===== src/scbs_pkg.sv =====
// Shared constants, codes and the frame length table of the command block scanner.
`default_nettype none
package scbs_pkg;

    // Command RAM geometry
    localparam int RAM_BYTES = 64;
    localparam int ADDR_W    = 6;
    localparam int IDX_W     = 7;
    localparam int DATA_W    = 8;

    // Results per scan, closing result included
    localparam int MAX_RESULTS = 12;
    localparam int CNT_W       = 4;

    // Special bytes of the command block
    localparam logic [7:0] BYTE_END     = 8'hFE;
    localparam logic [7:0] BYTE_PAD     = 8'hFF;
    localparam logic [7:0] BYTE_PAD_ALT = 8'hFD;
    localparam logic [7:0] BYTE_SKIP    = 8'h00;

    // Input item codes
    localparam logic CMD_WRITE = 1'b0;
    localparam logic CMD_SCAN  = 1'b1;

    // Scan modes
    localparam logic MODE_INPUT  = 1'b0;
    localparam logic MODE_OUTPUT = 1'b1;

    // Result status codes
    localparam logic [1:0] ST_FRAME   = 2'd0;
    localparam logic [1:0] ST_END     = 2'd1;
    localparam logic [1:0] ST_UNKNOWN = 2'd2;
    localparam logic [1:0] ST_OVERRUN = 2'd3;

    // Command codes
    localparam logic [7:0] CB_INFO     = 8'h00;
    localparam logic [7:0] CB_READ     = 8'h01;
    localparam logic [7:0] CB_PAK_RD   = 8'h02;
    localparam logic [7:0] CB_PAK_WR   = 8'h03;
    localparam logic [7:0] CB_EEP_RD   = 8'h04;
    localparam logic [7:0] CB_EEP_WR   = 8'h05;
    localparam logic [7:0] CB_STATUS   = 8'h06;
    localparam logic [7:0] CB_RTC_RD   = 8'h07;
    localparam logic [7:0] CB_RTC_WR   = 8'h08;
    localparam logic [7:0] CB_RESET    = 8'hFF;

    // Frame lengths after the command offset
    localparam logic [IDX_W-1:0] LEN_SHORT = 7'd4;
    localparam logic [IDX_W-1:0] LEN_READ  = 7'd5;
    localparam logic [IDX_W-1:0] LEN_PAK   = 7'h24;
    localparam logic [IDX_W-1:0] LEN_EEP   = 7'hA;
    localparam logic [IDX_W-1:0] LEN_RTC   = 7'hB;
    localparam logic [IDX_W-1:0] LEN_NONE  = 7'd0;

    // Frame length of a command, zero for unknown or reserved codes
    function automatic logic [IDX_W-1:0] frame_len(input logic [7:0] cb);
        logic [IDX_W-1:0] len;
        case (cb)
            CB_RESET, CB_INFO, CB_STATUS: len = LEN_SHORT;
            CB_READ:                      len = LEN_READ;
            CB_PAK_RD, CB_PAK_WR:         len = LEN_PAK;
            CB_EEP_RD, CB_EEP_WR:         len = LEN_EEP;
            CB_RTC_RD, CB_RTC_WR:         len = LEN_RTC;
            default:                      len = LEN_NONE;
        endcase
        return len;
    endfunction

endpackage
`default_nettype wire


===== src/scbs_ram.sv =====
// Generic single-port-write, registered-read RAM.
`default_nettype none
module scbs_ram #(
    parameter int WIDTH = scbs_pkg::DATA_W,
    parameter int DEPTH = scbs_pkg::RAM_BYTES
) (
    input  wire logic                     clk,
    input  wire logic                     we,
    input  wire logic [$clog2(DEPTH)-1:0] waddr,
    input  wire logic [WIDTH-1:0]         wdata,
    input  wire logic [$clog2(DEPTH)-1:0] raddr,
    output logic      [WIDTH-1:0]         rdata
);

    logic [WIDTH-1:0] mem [DEPTH];

    // Write and read, read data registered
    always_ff @(posedge clk)
    begin
        if (we)
        begin
            mem[waddr] <= wdata;
        end
        rdata <= mem[raddr];
    end

endmodule
`default_nettype wire


===== src/serial_command_block_scanner_core.sv =====
// Command block scanner: command RAM, byte-walk sequencer and result register.
// Usage:
//   Input channel (in_valid/in_ready, cmd, byte_index, byte_value): a write
//   request (cmd 0) stores one byte of the 64-byte command RAM; writes
//   stream at one per cycle while no scan runs. A scan request (cmd 1) walks the
//   RAM from offset 0; in_ready stays low until its closing result is loaded.
//   Output channel (out_valid/out_ready): one descriptor per frame found,
//   then one closing result with last set; at most 12 results per scan.
//   Scan walk: the walk reads the RAM through its registered read port.
//   With the receiver ready, the longest scan is a block of zero bytes.
//   Configuration channel (cfg_valid/cfg_ready, cfg_data): writes scan_mode,
//   always ready; write it only between scans.
//   Reset: all RAM bytes read as zero (per-byte valid flags are cleared),
//   scan_mode is 0 and no result is pending.
//   Receiver stall: a held result stops the walk at its next result; write
//   requests are still taken while a closing result waits in the output register.
`default_nettype none
module serial_command_block_scanner_core (
    input  wire logic       clk,
    input  wire logic       rst_n,
    // input requests
    input  wire logic       in_valid,
    output logic            in_ready,
    input  wire logic       cmd,
    input  wire logic [5:0] byte_index,
    input  wire logic [7:0] byte_value,
    // configuration writes
    input  wire logic       cfg_valid,
    output logic            cfg_ready,
    input  wire logic       cfg_data,
    // results
    output logic            out_valid,
    input  wire logic       out_ready,
    output logic [5:0]      channel,
    output logic [7:0]      tx_byte,
    output logic [5:0]      rx_offset,
    output logic [7:0]      command_byte,
    output logic [5:0]      command_offset,
    output logic            execute,
    output logic [1:0]      status,
    output logic            last
);

    localparam int AW = scbs_pkg::ADDR_W;
    localparam int IW = scbs_pkg::IDX_W;
    localparam int DW = scbs_pkg::DATA_W;
    localparam int CW = scbs_pkg::CNT_W;

    localparam logic [IW-1:0] IDX_LAST  = IW'(scbs_pkg::RAM_BYTES - 1);
    localparam logic [IW-1:0] IDX_LIMIT = IW'(scbs_pkg::RAM_BYTES);
    localparam logic [IW-1:0] IDX_NEAR  = IW'(scbs_pkg::RAM_BYTES - 2);
    localparam logic [CW-1:0] CNT_FULL  = CW'(scbs_pkg::MAX_RESULTS - 1);
    localparam logic [AW-1:0] ADDR_LAST = AW'(scbs_pkg::RAM_BYTES - 1);

    // Sequencer states
    localparam logic [2:0] S_IDLE = 3'd0;
    localparam logic [2:0] S_TOP  = 3'd1;
    localparam logic [2:0] S_CHK0 = 3'd2;
    localparam logic [2:0] S_CHK1 = 3'd3;
    localparam logic [2:0] S_PAD  = 3'd4;
    localparam logic [2:0] S_CMD  = 3'd5;
    localparam logic [2:0] S_EMIT = 3'd6;

    logic [2:0]    state_reg, state_next;
    logic [IW-1:0] idx_reg, idx_next;
    logic [5:0]    ch_reg, ch_next;
    logic [CW-1:0] cnt_reg, cnt_next;
    logic [DW-1:0] tx_reg, tx_next;
    logic [AW-1:0] rxo_reg, rxo_next;
    logic [DW-1:0] cb_reg, cb_next;
    logic [AW-1:0] co_reg, co_next;
    logic          ex_reg, ex_next;
    logic [1:0]    st_reg, st_next;
    logic          lst_reg, lst_next;
    logic          mode_reg;

    logic [scbs_pkg::RAM_BYTES-1:0] valid_reg;
    logic          rdv_reg;
    logic [AW-1:0] rd_addr;
    logic [DW-1:0] ram_rdata;
    logic [DW-1:0] rd_byte;
    logic          ram_we;
    logic          out_free;
    logic          load_out;
    logic          clear_last;
    logic [IW-1:0] idx_p1;
    logic [IW-1:0] idx_p2;
    logic [IW-1:0] len;
    logic          is_pad;

    logic          out_valid_reg;
    logic [5:0]    channel_reg;
    logic [7:0]    tx_byte_reg;
    logic [5:0]    rx_offset_reg;
    logic [7:0]    command_byte_reg;
    logic [5:0]    command_offset_reg;
    logic          execute_reg;
    logic [1:0]    status_reg;
    logic          last_reg;

    scbs_ram #(
        .WIDTH(scbs_pkg::DATA_W),
        .DEPTH(scbs_pkg::RAM_BYTES)
    ) u_ram (
        .clk  (clk),
        .we   (ram_we),
        .waddr(byte_index),
        .wdata(byte_value),
        .raddr(rd_addr),
        .rdata(ram_rdata)
    );

    // Unwritten bytes read as zero
    assign rd_byte  = rdv_reg ? ram_rdata : '0;
    assign idx_p1   = idx_reg + IW'(1);
    assign idx_p2   = idx_reg + IW'(2);
    assign len      = scbs_pkg::frame_len(rd_byte);
    assign is_pad   = (rd_byte == scbs_pkg::BYTE_PAD) || (rd_byte == scbs_pkg::BYTE_PAD_ALT);
    assign out_free = !out_valid_reg || out_ready;

    assign in_ready  = (state_reg == S_IDLE);
    assign cfg_ready = 1'b1;
    assign ram_we    = in_valid && in_ready && (cmd == scbs_pkg::CMD_WRITE);
    assign load_out  = (state_reg == S_EMIT) && out_free;
    assign clear_last = load_out && lst_reg && (st_reg == scbs_pkg::ST_END);

    // Sequence the walk
    always_comb
    begin
        state_next = state_reg;
        idx_next   = idx_reg;
        ch_next    = ch_reg;
        cnt_next   = cnt_reg;
        tx_next    = tx_reg;
        rxo_next   = rxo_reg;
        cb_next    = cb_reg;
        co_next    = co_reg;
        ex_next    = ex_reg;
        st_next    = st_reg;
        lst_next   = lst_reg;
        rd_addr    = idx_reg[AW-1:0];

        case (state_reg)
            S_IDLE:
            begin
                if (in_valid && (cmd == scbs_pkg::CMD_SCAN))
                begin
                    idx_next   = '0;
                    ch_next    = '0;
                    cnt_next   = '0;
                    state_next = S_TOP;
                end
            end
            S_TOP:
            begin
                if (idx_reg >= IDX_LIMIT)
                begin
                    st_next    = scbs_pkg::ST_OVERRUN;
                    lst_next   = 1'b1;
                    state_next = S_EMIT;
                end
                else
                begin
                    rd_addr    = idx_reg[AW-1:0];
                    state_next = S_CHK0;
                end
            end
            S_CHK0:
            begin
                if (rd_byte == scbs_pkg::BYTE_END)
                begin
                    st_next    = scbs_pkg::ST_END;
                    lst_next   = 1'b1;
                    state_next = S_EMIT;
                end
                else if (idx_reg == IDX_LAST)
                begin
                    st_next    = scbs_pkg::ST_OVERRUN;
                    lst_next   = 1'b1;
                    state_next = S_EMIT;
                end
                else
                begin
                    rd_addr    = idx_p1[AW-1:0];
                    state_next = S_CHK1;
                end
            end
            S_CHK1:
            begin
                if (rd_byte == scbs_pkg::BYTE_END)
                begin
                    st_next    = scbs_pkg::ST_END;
                    lst_next   = 1'b1;
                    state_next = S_EMIT;
                end
                else
                begin
                    rd_addr    = idx_reg[AW-1:0];
                    state_next = S_PAD;
                end
            end
            S_PAD:
            begin
                if (is_pad)
                begin
                    // skip pad byte
                    idx_next = idx_p1;
                    if (idx_reg == IDX_LAST)
                    begin
                        st_next    = scbs_pkg::ST_OVERRUN;
                        lst_next   = 1'b1;
                        state_next = S_EMIT;
                    end
                    else
                    begin
                        rd_addr = idx_p1[AW-1:0];
                    end
                end
                else if (rd_byte == scbs_pkg::BYTE_END)
                begin
                    st_next    = scbs_pkg::ST_END;
                    lst_next   = 1'b1;
                    state_next = S_EMIT;
                end
                else if (rd_byte == scbs_pkg::BYTE_SKIP)
                begin
                    // empty channel: step past the byte and advance channel, no result
                    idx_next   = idx_p1;
                    ch_next    = ch_reg + 6'd1;
                    state_next = S_TOP;
                end
                else if (idx_reg >= IDX_NEAR)
                begin
                    idx_next   = idx_p1;
                    st_next    = scbs_pkg::ST_OVERRUN;
                    lst_next   = 1'b1;
                    state_next = S_EMIT;
                end
                else
                begin
                    tx_next    = rd_byte;
                    rxo_next   = idx_p1[AW-1:0];
                    co_next    = idx_p2[AW-1:0];
                    idx_next   = idx_p2;
                    rd_addr    = idx_p2[AW-1:0];
                    state_next = S_CMD;
                end
            end
            S_CMD:
            begin
                if (len == scbs_pkg::LEN_NONE)
                begin
                    cb_next    = rd_byte;
                    ex_next    = 1'b0;
                    st_next    = scbs_pkg::ST_UNKNOWN;
                    lst_next   = 1'b1;
                    state_next = S_EMIT;
                end
                else if (cnt_reg >= CNT_FULL)
                begin
                    st_next    = scbs_pkg::ST_OVERRUN;
                    lst_next   = 1'b1;
                    state_next = S_EMIT;
                end
                else
                begin
                    cb_next    = rd_byte;
                    ex_next    = (mode_reg == scbs_pkg::MODE_INPUT) ||
                                 (rd_byte == scbs_pkg::CB_READ);
                    st_next    = scbs_pkg::ST_FRAME;
                    lst_next   = 1'b0;
                    idx_next   = idx_reg + len;
                    state_next = S_EMIT;
                end
            end
            S_EMIT:
            begin
                if (out_free)
                begin
                    if (lst_reg)
                    begin
                        state_next = S_IDLE;
                    end
                    else
                    begin
                        ch_next    = ch_reg + 6'd1;
                        cnt_next   = cnt_reg + CW'(1);
                        state_next = S_TOP;
                    end
                end
            end
            default:
            begin
                state_next = S_IDLE;
            end
        endcase
    end

    // Hold sequencer state
    always_ff @(posedge clk or negedge rst_n)
    begin
        if (!rst_n)
        begin
            state_reg <= S_IDLE;
            mode_reg  <= scbs_pkg::MODE_INPUT;
            valid_reg <= '0;
            rdv_reg   <= 1'b0;
        end
        else
        begin
            state_reg <= state_next;
            rdv_reg   <= valid_reg[rd_addr];
            if (cfg_valid && cfg_ready)
            begin
                mode_reg <= cfg_data;
            end
            if (ram_we)
            begin
                valid_reg[byte_index] <= 1'b1;
            end
            else if (clear_last)
            begin
                // normal end clears the last RAM byte's valid flag, so it reads as zero
                valid_reg[ADDR_LAST] <= 1'b0;
            end
        end
    end

    // Hold walk datapath
    always_ff @(posedge clk)
    begin
        idx_reg <= idx_next;
        ch_reg  <= ch_next;
        cnt_reg <= cnt_next;
        tx_reg  <= tx_next;
        rxo_reg <= rxo_next;
        cb_reg  <= cb_next;
        co_reg  <= co_next;
        ex_reg  <= ex_next;
        st_reg  <= st_next;
        lst_reg <= lst_next;
    end

    // Track the output register
    always_ff @(posedge clk or negedge rst_n)
    begin
        if (!rst_n)
        begin
            out_valid_reg <= 1'b0;
        end
        else if (load_out)
        begin
            out_valid_reg <= 1'b1;
        end
        else if (out_ready)
        begin
            out_valid_reg <= 1'b0;
        end
    end

    // Load result; closing results on end or overrun carry only channel, status and last
    always_ff @(posedge clk)
    begin
        if (load_out)
        begin
            channel_reg <= ch_reg;
            status_reg  <= st_reg;
            last_reg    <= lst_reg;
            if (lst_reg && (st_reg != scbs_pkg::ST_UNKNOWN))
            begin
                tx_byte_reg        <= '0;
                rx_offset_reg      <= '0;
                command_byte_reg   <= '0;
                command_offset_reg <= '0;
                execute_reg        <= 1'b0;
            end
            else
            begin
                tx_byte_reg        <= tx_reg;
                rx_offset_reg      <= rxo_reg;
                command_byte_reg   <= cb_reg;
                command_offset_reg <= co_reg;
                execute_reg        <= ex_reg;
            end
        end
    end

    assign out_valid      = out_valid_reg;
    assign channel        = channel_reg;
    assign tx_byte        = tx_byte_reg;
    assign rx_offset      = rx_offset_reg;
    assign command_byte   = command_byte_reg;
    assign command_offset = command_offset_reg;
    assign execute        = execute_reg;
    assign status         = status_reg;
    assign last           = last_reg;

endmodule
`default_nettype wire


===== config.mk =====
export PLATFORM = sky130hd
export DESIGN_NAME = serial_command_block_scanner_core
export DESIGN_NICKNAME = d
export VERILOG_FILES = /design/src/scbs_pkg.sv /design/src/scbs_ram.sv /design/src/serial_command_block_scanner_core.sv
export SDC_FILE = /design/constraint.sdc
export NUM_CORES = 1
export LEC_CHECK = 0
export ABC_AREA = 1
export BUFFER_PORTS_ARGS = -buffer_cell sky130_fd_sc_hd__buf_2
export CORE_MARGIN = 5
export CORE_UTILIZATION = 55
export DETAILED_ROUTE_END_ITERATION = 12
export PLACE_DENSITY = 0.68
export SYNTH_ARGS = -nofsm -noshare
export SYNTH_HDL_FRONTEND = slang
export SYNTH_HIERARCHICAL = 1
export SYNTH_SLANG_ARGS = --single-unit

===== constraint.sdc =====
create_clock -name clk -period 8.9 [get_ports clk]
set_input_delay 1.335 -clock clk [delete_from_list [all_inputs] [get_ports clk]]
set_output_delay 1.335 -clock clk [all_outputs]
set_load 0.1 [all_outputs]

* Word level (Yosys, flattened, before mapping) *
Memory sizes are Yosys's and may differ from the RTL's. A register that Yosys moved wholly into a read port is not among the register bits.
Index checks and enable logic that the tools add are counted.

word-level totals
  bits in registers = 157
  RAM bits = 512
  bits of input ports = 21
  output and inout port bits = 41
  logic and storage cells = 186
  memories kept = 1

cells by class
  add/subtract/negate cells = 5
  magnitude comparators = 6
  eq/ne operators = 35
  mux-type cells = 76
  bitwise operators = 7
  reductions and logical operators = 32

memories
  memory     depth  bits a word  read ports  clocked after memory_dff  write ports  line            RTL
  u_ram.mem  64     8            1           1                         1            scbs_ram.sv:15  logic [WIDTH-1:0] mem [DEPTH];

operators by type and width
  cell                                                 count
  two-way mux 6 bit                                    12
  bitwise OR 64 bit                                    1
  two-way mux 7 bit                                    7
  == test 8 x 3 -> 1 bit (second input constant)       4
  one-hot mux 6 bit (5 select lines)                   1
  two-way mux 3 bit                                    9
  == test 8 bit (second input constant)                3
  two-way mux 2 bit                                    12
  two-way mux 8 bit                                    3
  != test 2 bit (second input constant)                11
  one-hot mux 3 bit (7 select lines)                   1
  one-hot mux 7 bit (3 select lines)                   1
  two-way mux 1 bit                                    20
  one-hot mux 6 bit (3 select lines)                   1
  == test 8 x 2 -> 1 bit (second input constant)       2
  AND reduction 5 bit                                  3
  < comparator 6 x 7 -> 1 bit (second input constant)  2
  two-way mux 4 bit                                    3
  one-hot mux 6 bit (2 select lines)                   1
  one-hot mux 2 bit (5 select lines)                   1
  == test 3 bit (second input constant)                3
  == test 8 x 1 -> 1 bit (second input constant)       1
  == test 8 x 4 -> 1 bit (second input constant)       1
  logical AND 1 bit                                    8
  other kinds (35)                                     50

* Depth between registers and ports, before layout *
Gate-level depths: netlist of the first run.

  word-level depth = 8
  depth in mapped cells = 23

* Hierarchy *
Netlist of the first run, hierarchy kept.

modules (own cells, without submodules)
  module                             times used  cells each  area each (sq um)  sequential area each (sq um)
  scbs_ram                           1           1822        21291.7            15534.9
  serial_command_block_scanner_core  1           815         7776.2             4364.2

* Worst setup path before layout of the first run *
Ideal clock, no wire load.

  path kind = flip-flop to flip-flop
  from = register state_reg[1]
  to = memory u_ram/mem[48][0] (netlist bit), enable pin
  library setup time = 0.383 ns
  arrival time = 3.710 ns
  data required time = 8.517 ns
  setup slack = 4.807 ns
  cell stages (with the launch flop) = 9
  buffers on the path = 1
  cells stage by stage = dfrtp_1 nor2_1 inv_1 nor2_1 inv_1 nor3_2 clkbuf_1 inv_1 nor3_1

between the ends
  longest elaborated chain between the ends = 5

ends and longest elaborated chain
  element                                  line                                      RTL
  from (decl)                              serial_command_block_scanner_core.sv:64   logic [2:0] state_reg, state_next;
  from (signal assigned)                   serial_command_block_scanner_core.sv:311  state_reg <= state_next;
  logical NOT 3 bit                        serial_command_block_scanner_core.sv:121  assign in_ready = (state_reg == S_IDLE);
  via in_ready                             serial_command_block_scanner_core.sv:23   output logic in_ready,
  logical AND 1 bit (2 in a row)           serial_command_block_scanner_core.sv:123  assign ram_we = in_valid && in_ready && (cmd == scbs_pkg::CMD_WRITE);
  via ram_we                               serial_command_block_scanner_core.sv:82   logic ram_we;
  two-way mux 1 bit                        scbs_ram.sv:20                            if (we)
  two-way mux 1 bit (implied by the code)  scbs_ram.sv:22                            mem[waddr] <= wdata;
  to (decl)                                scbs_ram.sv:15

The timed path passes the listed nets, and every way through them passes these cells.

* Worst setup path after layout of the first run *
  from = register idx_reg[1]
  to = register u_ram.rdata[2] (read register of u_ram.mem)

between the ends
  longest elaborated chain between the ends = 6
  elaborated cells between the ends (all ways) = 11
  those cells by class = add/sub: 2; order compare: 1; eq/ne: 1; mux: 7

ends and longest elaborated chain
  element                                                               line                                                                                RTL
  from (decl)                                                           serial_command_block_scanner_core.sv:65                                             logic [IW-1:0] idx_reg, idx_next;
  from (signal assigned)                                                serial_command_block_scanner_core.sv:332                                            idx_reg <= idx_next;
  adder 7 x 2 -> 7 bit or >= comparator 7 x 6 -> 1 bit (tied branches)  serial_command_block_scanner_core.sv:116, serial_command_block_scanner_core.sv:232
  two-way mux 6 bit                                                     serial_command_block_scanner_core.sv:232                                            else if (idx_reg >= IDX_NEAR)
  two-way mux 6 bit                                                     serial_command_block_scanner_core.sv:225                                            else if (rd_byte == scbs_pkg::BYTE_SKIP)
  two-way mux 6 bit                                                     serial_command_block_scanner_core.sv:219                                            else if (rd_byte == scbs_pkg::BYTE_END)
  two-way mux 6 bit                                                     serial_command_block_scanner_core.sv:204                                            if (is_pad)
  one-hot mux 6 bit (2 select lines) *                                  serial_command_block_scanner_core.sv:143                                            case (state_reg)
  to (decl)                                                             scbs_ram.sv:12                                                                      output logic [WIDTH-1:0] rdata

Every way passes the cells marked *; elsewhere a longest branch is shown, timed or not.
A chain may end at the register's enable or synchronous reset.

==> impl_metrics.csv, run 1 <==
group,metric,value,unit
outcome,status,"completed",
worst_setup_path,crit_type,"reg2reg",
die,ios,62,
placed_design,gp_congestion,0.931,
route,wl_met3,6.76,mm
die,core_area,0.0524,mm2
route,antenna_left,0,
worst_setup_path,worstPathArrival,6.44,ns
synthesis,ys_types,57,
sta,rsz0062_at_grt,"false",
sta,min_period,5.91,ns
worst_setup_path,r2r_slack,2.99,ns
power_and_ir_drop,power.density,340,mW/mm2
synthesis,yosys_warnings,6,
synthesis,synth_top_area_cell,"edfxtp_1",
grt,antenna_found_initial,2,
sta,tns,0,ns
synthesis,synth_nets,2668,
power_and_ir_drop,p_leak,12.2,nW
synthesis,netlist_instances,2637,
synthesis,synth_area_leaders,"edfxtp_1, nand2_1, nand3_1",
synthesis,syn-cell-area,0.0291,mm2
hold_path,hold_class,"reg2reg",
clocking,cts_tree,"done",
route,wl_met1,30.4,mm
final_layout,fin_util,60.7,%
worst_setup_path,cp.required,9.43,ns
sta,finalSetupViolCount,0,
sta,worst_pin_slew,1.33,ns
sta,max_clock_freq,169,MHz
clocking,cts_buffer_depth,3,
worst_setup_path,reg2reg_depth,19,
sta,finClkSkew,0.0307,ns
worst_setup_path,crit_path_max_fanout,94,
route,wire_per_inst,20.9,um
worst_setup_path,worstReg2RegStart,"idx_reg[1]",
final_layout,area_delta_synth_final,9.56,%
placed_design,io_buffer_count,60,
route,dr.pass1.iters,6,
power_and_ir_drop,ir_worst_vdd,0.000247,V
grt,grt_util_all_layers,24.6,%
clocking,clockRootBuffer,"clkbuf_16",
synthesis,synth_flop_cell,"edfxtp_1",
clocking,cts_resized,0,
grt,grt_pass1_vias,18950,
synthesis,yosys_register_bits,677,
die,initial_core_util,55.4,%
route,dr.max_layer_used,"met5",
die,die_w,240,um
synthesis,syn_area_per_cell,11.0,um2
grt,grt_max_degree,135,
sta,finalCritPeriodShare,66.3,%
hold_path,holdPathStages,2,
route,drc_errors,0,
power_and_ir_drop,power,10.8,mW
clocking,cts_post_setup_buffers_inserted,0,
sta,relSlewSlack,11.0,%
grt,overflow,0,
worst_setup_path,cp-startpoint,"idx_reg[1]",
grt,grt_pass1_wl,110,mm
worst_setup_path,r2r_end,"u_ram/rdata[2]",
final_layout,nets,2696,
clocking,hold_buffers,0,
final_layout,final_cells,3411,
final_layout,drive_gt1_share,8.82,%
route,wl_met2,32.3,mm
synthesis,ys_seq_area_share,68.5,%
synthesis,synthArstFlopShare,10.3,%
final_layout,layout.cells.most_common,"nand2_1",
die,num_rows,84,
route,vias,19878,
die,die_h,240,um
hold_path,hold_start,"valid_reg[59]",
synthesis,synth_top_area_share,61.9,%
route,drtIter0Drc,2277,
die,dieArea,0.0575,mm2
synthesis,synth-edff-count,599,
clocking,cts_buffers,70,
placed_design,placedCellCount,3281,
clocking,cts_sinks,677,
hold_path,min_to,"valid_reg[59]",
flow_run,drv_cap,0,
route,vias_per_cell,5.83,
final_layout,largest_reg_flops,512,
clocking,path_clk_slew,0.06,ns
worst_setup_path,endpoint_kind,"register",
final_layout,layout_common_cells,"nand2_1, edfxtp_1, nand3_1",
clocking,clk_latency,0.60,ns
clocking,htree_levels,3,
sta,hold_viol,0,
sta,slew_viol_final,0,
worst_setup_path,worst_setup_path_start_kind,"register",
route,routed_wirelength,71.3,mm
placed_design,hpwl,41.6,mm
[cell families (layout without fill, tap and decap cells)]
kind of cell,after synthesis,count (layout),synth area share [%]
and+or+nand+nor,1534,1534,22.9
DFF,677,677,68.5
buffers and inverters,279,364,4.95
AOI/OAI and AO/OA,127,127,2.90
adders and majority gates,10,10,0.456
xor gates and xnor gates,8,8,0.241
other,1,2,0.0129
muxes,1,1,0.0387
[synth_stat cells, drive strengths merged (9+ instances only)]
cell	instances
nand2	809
edfxtp	599
buf	116
nor3	20
a21oi	12
o21ai	38
inv	148
ha	9
nand3	537
clkbuf	13
o21bai	48
nor2	152
dfrtp	70
[layer usage]
metal,up-vias,global-route usage [%]
li1,9157,-
met1,9654,36.9
met2,940,36.9
met3,125,4.68
met4,2,7.70
met5,-,0
[power by group]
group          internal (mW)  switching [mW]
clock network           1.69            1.19
registers               3.66           0.118
logic                   1.09            3.08
total                   6.44            4.39
[worst max-delay path, cell delays in order (launching register included)]
cell and delay [ns]:
edfxtp_1 0.58, ha_1 0.25, inv_1 0.07, nor2_2 0.15, nand2_1 0.27, nand3_1 0.19
nand2_1 0.10, nand3_2 0.40, nand2_4 0.36, inv_6 0.63, buf_4 0.83, buf_4 0.89
nand2_1 0.14, nand3_1 0.13, nand3_1 0.12, nand2_1 0.11, nand2_1 0.07, nand3_1 0.10
nand3_1 0.16, nand2_1 0.10
[final cells by class]
| class | instances | area [um2] |
|---|---|---|
| Clock inverter | 30 | 268 |
| Sequential cell | 677 | 19900 |
| Multi-Input combinational cell | 1681 | 7760 |
| Inverter | 150 | 574 |
| Tap cell | 688 | 861 |
| Timing Repair Buffer | 85 | 488 |
| Clock buffer | 99 | 2000 |
| Fill cell | 4189 | 20600 |
| Antenna cell | 1 | 2.50 |
[how the worst max path moves through the flow]
stage | endpoint | slack (ns)
global route | u_ram/rdata[4] | 2.52
detailed placement | u_ram/rdata[4] | 3.11
floorplan | u_ram/mem[48][0] | 4.81
global placement | u_ram/rdata[4] | 3.31
finish | u_ram/rdata[2] | 2.99
CTS | u_ram/rdata[4] | 3.09
[through the flow]
stage	area (um2)	hold slack, ns	worst slack, ns
6_report	31800	0.457	2.99
3_3_place_gp	29600	0.440	3.31
5_1_grt	31800	0.484	2.52
2_1_floorplan	29100	0.424	4.81
4_1_cts	31800	0.461	3.09
3_5_place_dp	29600	0.447	3.11
(Power assumes the default switching activity.)
==> run 2, diff against run 1 <==
==> constraint.sdc (replaced) <==
create_clock -name clk -period 6.1 [get_ports clk]
set_input_delay 0.915 -clock clk [delete_from_list [all_inputs] [get_ports clk]]
set_output_delay 0.915 -clock clk [all_outputs]
set_load 0.1 [all_outputs]
==> impl_metrics.csv, run 2 (synthesis gave the netlist of run 1 again) <==
group,metric,value,unit
outcome,status,"completed",
clocking,clk_latency,0.61,ns
worst_setup_path,endpoint_kind,"register",
worst_setup_path,path_delay_family,"simple AND/OR/NAND/NOR gates",
flow_run,drv_cap,0,
final_layout,largest_reg_flops,512,
sta,finClkSkew,0.0260,ns
route,drc_errors,0,
route,routed_wirelength,72.4,mm
final_layout,nets,2705,
worst_setup_path,slowest_delay,0.61,ns
sta,slew_viol_final,0,
route,antenna_left,0,
clocking,cts_buffer_depth,3,
clocking,htree_levels,3,
die,die_w,240,um
grt,grt_pass1_vias,19138,
clocking,clockRootBuffer,"clkbuf_16",
grt,grt_pass1_wl,111,mm
worst_setup_path,worst_setup_path_start_kind,"register",
worst_setup_path,crit_top_cell,"nand2_1",
final_layout,drive_gt1_share,9.30,%
die,dieArea,0.0575,mm2
worst_setup_path,critPathBufInv,4,
route,dr.pass1.iters,7,
power_and_ir_drop,p_leak,12.3,nW
die,initial_core_util,55.4,%
clocking,path_clk_slew,0.06,ns
sta,min_period,4.90,ns
worst_setup_path,slowest_stage,"inv_6",
final_layout,finalInstanceArea,0.0321,mm2
grt,grt_max_degree,113,
final_layout,layout.cells.most_common,"nand2_1",
placed_design,gp_congestion,0.880,
final_layout,ff_latch_area,0.0199,mm2
clocking,cts_resized,0,
final_layout,multi_input_area,0.00776,mm2
sta,max_clock_freq,204,MHz
clocking,cts_post_setup_buffers_inserted,0,
grt,overflow,0,
hold_path,hold_class,"reg2reg",
die,core_area,0.0524,mm2
sta,finalSetupViolCount,0,
worst_setup_path,worstPathArrival,5.45,ns
worst_setup_path,crit_path_max_fanout,89,
final_layout,layout_common_cells,"nand2_1, edfxtp_1, nand3_1",
die,num_rows,84,
die,ios,62,
placed_design,io_buffer_count,60,
placed_design,hpwl,43.8,mm
grt,grt_util_all_layers,25.1,%
placed_design,placed_area,0.0297,mm2
worst_setup_path,path_cells,"ha_1 -> inv_1 -> nor2_2 -> nand2_1 -> nand3_1 -> nand2_1 -> nand3_2 -> nand2_4 -> inv_6 -> inv_6 -> buf_12 -> nand2_1 -> nand3_1 -> nand3_1 -> nand2_1 -> nand2_1 -> nand3_1 -> nand3_1 -> nand2_1",
power_and_ir_drop,power.density,501,mW/mm2
power_and_ir_drop,ir_worst_vdd,0.000329,V
sta,hold_viol,0,
final_layout,fin_util,61.1,%
worst_setup_path,crit_type,"reg2reg",
clocking,hold_buffers,0,
die,die_h,240,um
final_layout,fillCellCount,4187,
route,vias,19861,
sta,relSlewSlack,20.5,%
clocking,cts_sinks,677,
sta,finalCritPeriodShare,80.4,%
sta,tns,0,ns
clocking,cts_buffers,69,
route,vias_per_cell,5.81,
clocking,cts_tree,"done",
route,wire_per_inst,21.2,um
worst_setup_path,cp.required,6.65,ns
sta,rsz0062_at_grt,"false",
final_layout,area_delta_synth_final,10.3,%
route,drtIter0Drc,2276,
final_layout,diodes,0,
sta,worst_pin_slew,1.19,ns
grt,antenna_found_initial,0,
-- run 2: worst min-delay path: stages (launching register included) --
cell     delay, ns
dfrtp_1       0.32
inv_1         0.04
o21ai_0       0.06
-- run 2: metal layers --
metal  vias up  global-route usage [%]  routed length, um
met4         0                    8.92               2200
met3       132                    4.23               6460
met5         -                       0                  0
met2       916                    38.3              33200
li1       9194                       -                  -
met1      9619                    37.1              30500
-- run 2: metrics by stage --
stage	instances	setup WS (ns)	hold WS, ns	total power, mW
final	3418	1.20	0.462	16.1
after global routing	3418	0.765	0.491	17.0
after CTS	3418	1.19	0.462	16.1
after detailed placement	3291	1.23	0.449	11.7
after global placement	3291	1.32	0.439	11.6
after floorplan	2637	2.01	0.424	10.1
-- run 2: layout make-up --
cell class	count	area share, %
Inverter	150	1.79
Timing Repair Buffer	95	1.95
Sequential cell	677	62.1
Clock buffer	92	5.85
Clock inverter	35	1.46
Tap cell	688	2.69
Multi-Input combinational cell	1681	24.2
-- run 2: path summary, 6_finish.rpt --
kind | cells past startpoint | endpoint | slack (ns) | startpoint
worst min register to register | 2 | valid_reg[51] | 0.46 | valid_reg[51]
max in group asynchronous | 2 | valid_reg[29] | 4.97 | rst_n
worst max register to register | 19 | u_ram/rdata[1] | 1.20 | idx_reg[1]
min in group asynchronous | 2 | valid_reg[42] | 0.53 | rst_n
worst max-delay path | 19 | u_ram/rdata[1] | 1.20 | idx_reg[1]
worst min-delay path | 2 | valid_reg[51] | 0.46 | valid_reg[51]
-- run 2: power breakdown --
group / internal (mW) / switching [mW]
registers: 5.35 / 0.199
logic: 1.68 / 4.46
clock network: 2.64 / 1.74
total: 9.66 / 6.40
